--- config.mk ---
export PLATFORM = sky130hd
export DESIGN_NAME = olmr_cell
export DESIGN_NICKNAME = d
export VERILOG_FILES = /design/src/design/olmr_pkg.sv /design/src/design/olmr_cell.sv
export SDC_FILE = /design/constraint.sdc
export NUM_CORES = 1
export LEC_CHECK = 0
export ABC_AREA = 0
export BUFFER_PORTS_ARGS = -buffer_cell sky130_fd_sc_hd__buf_2
export CAP_MARGIN = 20
export CORE_MARGIN = 3
export CORE_UTILIZATION = 44
export CTS_CLUSTER_DIAMETER = 60
export CTS_CLUSTER_SIZE = 24
export DETAILED_ROUTE_END_ITERATION = 8
export HOLD_SLACK_MARGIN = 0.12
export PLACE_DENSITY_LB_ADDON = 0.25
export REMOVE_ABC_BUFFERS = 1
export SLEW_MARGIN = 20
export SYNTH_ARGS = -nofsm -noshare
export SYNTH_HDL_FRONTEND = slang
export SYNTH_SLANG_ARGS = --single-unit
--- constraint.sdc ---
create_clock -name clk -period 2.7 [get_ports clk]
set_clock_uncertainty 0.1 [all_clocks]
set_input_delay 0.135 -clock clk [delete_from_list [all_inputs] [get_ports clk]]
set_output_delay 0.135 -clock clk [all_outputs]
set_load 0.03 [all_outputs]
--- src/design/olmr_pkg.sv ---
// Shared constants, types and codes for the ordered list block.
`timescale 1ns / 1ps

package olmr_pkg;

    localparam int MAX_ITEMS = 1024;
    localparam int ID_W      = 11;
    localparam int ACT_W     = 3;
    localparam int OFF_W     = 2;
    localparam int IDX_W     = (MAX_ITEMS > 1) ? $clog2(MAX_ITEMS) : 1;
    localparam int CNT_W     = $clog2(MAX_ITEMS + 1);
    localparam int CMP_W     = (ID_W > CNT_W) ? ID_W : CNT_W;
    localparam int TGT_W     = CNT_W + 1;
    localparam int GRP_SIZE  = 32;
    localparam int NUM_GRP   = (MAX_ITEMS + GRP_SIZE - 1) / GRP_SIZE;

    typedef enum logic [ACT_W-1:0] {
        ACT_LOAD   = 3'd0,
        ACT_TOP    = 3'd1,
        ACT_BOTTOM = 3'd2,
        ACT_SHIFT  = 3'd3,
        ACT_ASK    = 3'd4,
        ACT_QUERY  = 3'd5
    } action_t;

    typedef enum logic [1:0] {
        ST_IDLE,
        ST_LOOK,
        ST_RESOLVE,
        ST_APPLY
    } state_t;

    // Broadcast to every cell of the row.
    typedef struct packed {
        logic [ID_W-1:0]  key_id;
        logic             pos_ok;
        logic [IDX_W-1:0] pos_idx;
        logic [CNT_W-1:0] count;
        logic             apply;
        logic [IDX_W-1:0] src;
        logic [IDX_W-1:0] dst;
        logic [ID_W-1:0]  new_id;
    } cell_ctl_t;

endpackage

--- src/design/olmr_cell.sv ---
// One slot of the list: holds an id, matches it and shifts with its neighbors.
`timescale 1ns / 1ps

module olmr_cell (
    input  logic                        clk,
    input  logic [olmr_pkg::IDX_W-1:0]  idx,
    input  olmr_pkg::cell_ctl_t         ctl,
    input  logic [olmr_pkg::ID_W-1:0]   left_id,
    input  logic [olmr_pkg::ID_W-1:0]   right_id,
    output logic [olmr_pkg::ID_W-1:0]   id,
    output logic                        hit,
    output logic [olmr_pkg::ID_W-1:0]   sel_id
);
    import olmr_pkg::*;

    logic [ID_W-1:0] id_reg;
    logic [ID_W-1:0] id_next;
    logic            filled;

    always_comb
    begin
        filled  = CNT_W'(idx) < ctl.count;
        id_next = id_reg;
        if (ctl.apply)
        begin
            if (idx == ctl.dst)
            begin
                id_next = ctl.new_id;
            end
            else if (ctl.src < ctl.dst && idx >= ctl.src && idx < ctl.dst)
            begin
                id_next = right_id;
            end
            else if (ctl.src > ctl.dst && idx > ctl.dst && idx <= ctl.src)
            begin
                id_next = left_id;
            end
        end
    end

    always_ff @(posedge clk)
    begin
        id_reg <= id_next;
    end

    assign id     = id_reg;
    assign hit    = filled && (id_reg == ctl.key_id);
    // pos_ok already implies the slot is filled
    assign sel_id = (ctl.pos_ok && idx == ctl.pos_idx) ? id_reg : '0;

endmodule

---- After elaboration in Yosys (flattened, before gate mapping) ----
Index checks and enable logic that the tools add are counted.
W data, S select, Z words.
word-level totals
  register bits ........................... 11
  input bits .............................. 98
  output and inout bits ................... 23
  word-level logic and storage cells ...... 23
operators by class
  $lt $le $gt $ge ......................... 7
  equal/unequal tests ..................... 3
  multiplexer cells ....................... 4
  reduce and logical (&&, ||, !) cells .... 8
operator list
  cell                 number
  $mux W11             4
  $eq A10 B10 Y1       2
  $gt A10 B10 Y1       2
  $lt A10 B10 Y1       2
  $eq A11 B11 Y1       1
  $lt A10 B11 Y1       1
  $ge A10 B10 Y1       1
  $le A10 B10 Y1       1
  $logic_and A1 B1 Y1  6
  $reduce_bool A3 Y1   1
  $reduce_and A2 Y1    1

---- Depth between registers and ports, before layout ----
  depth after elaboration ................. 6
  depth in mapped cells ................... 9
  mapped depth without buffers ............ 8

---- Least setup slack after synthesis ----
OpenSTA, ideal clock, no wires.
  path kind ............................... input-to-reg
  start ................................... input port ctl[18] in the netlist's numbering
  end ..................................... register id_reg[0] (netlist: id[0]) (enable)
  setup time .............................. 0.352 ns
  data arrival time ....................... 1.704 ns
  required time ........................... 2.248 ns
  slack ................................... 0.544 ns
  stages on the path ...................... 8
  path buffers ............................ 0
  path through ............................ inv_1 > ha_1 > a211o_1 > o211ai_2 > o2111ai_2 > a21o_4 > o21ai_1 > a32o_1
on the way
  cells in the longest elaborated chain, start to end .. 5
  elaborated cells on any way between the ends .. 11
  classes of those cells .................. order compare (4); eq/ne (1); reduce/logical (6)
RTL lines
  what                                                  RTL line                          RTL
  start: declaration                                    olmr_cell.sv:7                    input olmr_pkg::cell_ctl_t ctl,
  $lt A10 B10 Y1 or $gt A10 B10 Y1 (tied branches)      olmr_cell.sv:30, olmr_cell.sv:34
  $logic_and A1 B1 Y1 (on tied branches) (2 in series)  olmr_cell.sv:30, olmr_cell.sv:34
  $reduce_bool A3 Y1 (no source line) *                 --
  $reduce_and A2 Y1 (no source line) *                  --
  end signal: assignment                                olmr_cell.sv:43                   id_reg <= id_next;
  end: declaration                                      olmr_cell.sv:16                   logic [ID_W-1:0] id_reg;
Every way passes the cells marked *; elsewhere a longest branch is shown, timed or not.
A chain may end at the register's enable or synchronous reset.

---- Worst setup path in the final report ----
  start ................................... input port idx[9] in the netlist's numbering
  end ..................................... register id_reg[3] (netlist: id[3]) (enable)
on the way
  cells in the longest elaborated chain, start to end .. 5
  elaborated cells on any way between the ends .. 11
  classes of those cells .................. order compare (4); eq/ne (1); reduce/logical (6)
RTL lines
  what                                                  RTL line                          RTL
  start: declaration                                    olmr_cell.sv:6                    input logic [olmr_pkg::IDX_W-1:0] idx,
  $ge A10 B10 Y1 or $gt A10 B10 Y1 (tied branches)      olmr_cell.sv:30, olmr_cell.sv:34
  $logic_and A1 B1 Y1 (on tied branches) (2 in series)  olmr_cell.sv:30, olmr_cell.sv:34
  $reduce_bool A3 Y1 (no source line) *                 --
  $reduce_and A2 Y1 (no source line) *                  --
Marked as above.

==> flow_summary_export.csv <==
group,metric,value,unit
timing,max_slew_margin,65.3,%
yosys,synthXorXnorAreaFrac,9.28,%
setup_path,crit_path_max_incr_delay,0.47,ns
yosys,synthArstFlopShare,0,%
global_route,grt_max_degree,23,
global_route,grt_pass1_vias,1961,
yosys,muxShareOfSynthArea,0,%
yosys,synth_most_common_cell,"ha_1",
detailed_routing,drt-wirelength-per-cell,13.7,µm
detailed_routing,wirelength,5.61,mm
setup_path,critPathMaxFanout,11,
clock_network,cts_root_buf,"clkbuf_8",
placed_design,hpwl,4.94,mm
detailed_routing,wl_met3,362,µm
timing,period_share,83.1,%
setup_path,crit_buf_inv,1,
detailed_routing,num_vias,2106,
detailed_routing,routed.top_layer,"met4",
detailed_routing,wl_met2,2.70,mm
pwr,ir_drop,0.000174,V
clock_network,cts_max_path_buffers,2,
finish,nNetsFinal,496,
global_route,track_usage,19.6,%
setup_path,endpoint_kind,"flop",
global_route,grt_overflow,0,
yosys,syn_area,1980,µm²
yosys,synth_common_cells,"39 x ha_1, 33 x inv_1, 17 x nor2_1, 16 x nand3_1, 12 x a31oi_1",
detailed_routing,remaining_drc_errors,0,
clock_network,clock-sinks,11,
finish,diodes,0,
placed_design,placed_cells,404,
worst_hold_path,min_path_type,"in -> reg",
setup_path,required,2.47,ns
yosys,postSynthAreaPerCell,8.40,µm²
clock_network,path_clk_slew,0.05,ns
timing,rsz0062_at_grt,"no",
timing,final_hold_viol_count,0,
clock_network,cts-htree-levels,1,
floorplanning,dieArea,5350,µm²
setup_path,crit_arrival,2.02,ns
yosys,ys_ff_latch,11,
timing,hold_ws,0.148,ns
finish,syn_to_final_growth,35.1,%
yosys,ys.flop_type,"edfxtp_1",
yosys,ys_seq_area_share,16.7,%
clock_network,post-cts-setup-buffers,0,
floorplanning,start_util,47.5,%
clock_network,postCtsHoldBufs,0,
yosys,synth-edff-count,11,
timing,fmax,0.446,GHz
run_status,status,"complete, no violations",
yosys,synthSimpleGateAreaFrac,18.1,%
timing,tns,0,ns
detailed_routing,vias_per_cell,5.16,
detailed_routing,drt_iter0_markers,51,
global_route,grt_pass1_wl,8.38,mm
setup_path,path_cells,"buf_2 > ha_1 > nand3_1 > nor3_2 > o21ai_1 > a21o_4 > o21ai_1 > a32o_1",
placed_design,io_buffers,120,
yosys,synth_top_area_share,24.6,%
clock_network,tritoncts,"yes",
clock_network,post_cts_resize_count,0,
placed_design,routabilityCongestion,0.852,
finish,fin_cells,408,
finish,largest_reg_flops,11,
finish,fin_area,2680,µm²
setup_path,critPathLaunchType,"input pin",
pwr,leakagePower,1.45,nW
setup_path,path_common_cell,"o21ai_1",
finish,drive_gt1_share,41.1,%
finish,finish.utilization,64.2,%
yosys,yosys_warnings,0,
pwr,finalPower,0.815,mW
floorplanning,core,4170,µm²
floorplanning,boundaryPins,121,
pwr,power_density,304,nW/µm²
global_route,antenna_found_initial,0,
yosys,synth_top_family_by_area,"adder cells",
clock_network,cts_buffers,3,
floorplanning,fp.dieW,73.1,µm
yosys,yosysTopAreaCell,"ha_1",
setup_path,critPathTopFamily,"compound AO/OA/AOI/OAI gates",
detailed_routing,dr.pass1.iters,4,
yosys,synth-adder-area-share,24.6,%
detailed_routing,detail-route-antenna-nets,0,
placed_design,dpl-instance-area,2630,µm²
timing,setup_viol,0,
yosys,netlist_instances,236,
detailed_routing,routedLengthMet1,2.48,mm
timing,worst_pin_slew,0.520,ns
setup_path,path_class,"in -> reg",
yosys,yosys-top-cells-area,"ha_1 25%, edfxtp_1 17%, inv_1 6.3%",
timing,slew_viol_final,0,
yosys,synth_compound_area_share,22.5,%
floorplanning,row_count,23,
setup_path,cp_slowest_cell,"a32o_1",
flow_run,max-cap-violations,0,
placed_design,pre_cts_slack,0.245,ns
yosys,synth_cell_types,42,
timing,fin_ws,0.457,ns
floorplanning,die_y,73.1,µm
timing,fin_crit,2.24,ns
final cells by class:
class,instances,area (µm²)
clock buffer,3,41.3
inverter,33,124
clock inverter,1,5.00
sequential,11,330
timing repair buffer,125,638
fill,387,1500
tap,50,62.6
multi-input combinational,185,1480
power by group:
part           internal (mW)  switching [mW]
sequential             0.217          0.0170
clock                  0.101          0.0621
combinational          0.186           0.232
final timing paths:
path                           to   start  slack (ns)  cells after the start
setup / recovery  id[3]$_DFFE_PP_  idx[9]        0.46                      8
hold / removal    id[1]$_DFFE_PP_  ctl[1]        0.15                      3
kinds of logic after synthesis:
family,Yosys count
xor+xnor,21
flops,11
fa+ha+maj,39
compound gates,58
simple gates,67
buf+inv,40
layer usage:
layer	GRT usage (%)	vias to the layer above
met5	0	-
met4	4.51	0
met3	1.52	8
met2	33.0	81
met1	27.0	924
li1	-	1093
cells in the final DEF (no fill, tap or decap), types with 10 or more instances in the layout:
cell type / count
xnor2_1: 10
and2_1: 11
ha_1: 39
buf_2: 120
xor2_1: 11
nor2_1: 17
nand3_1: 16
o21ai_2: 10
a31oi_1: 12
edfxtp_1: 11
inv_1: 33
Power figures use the tool's default switching activity.
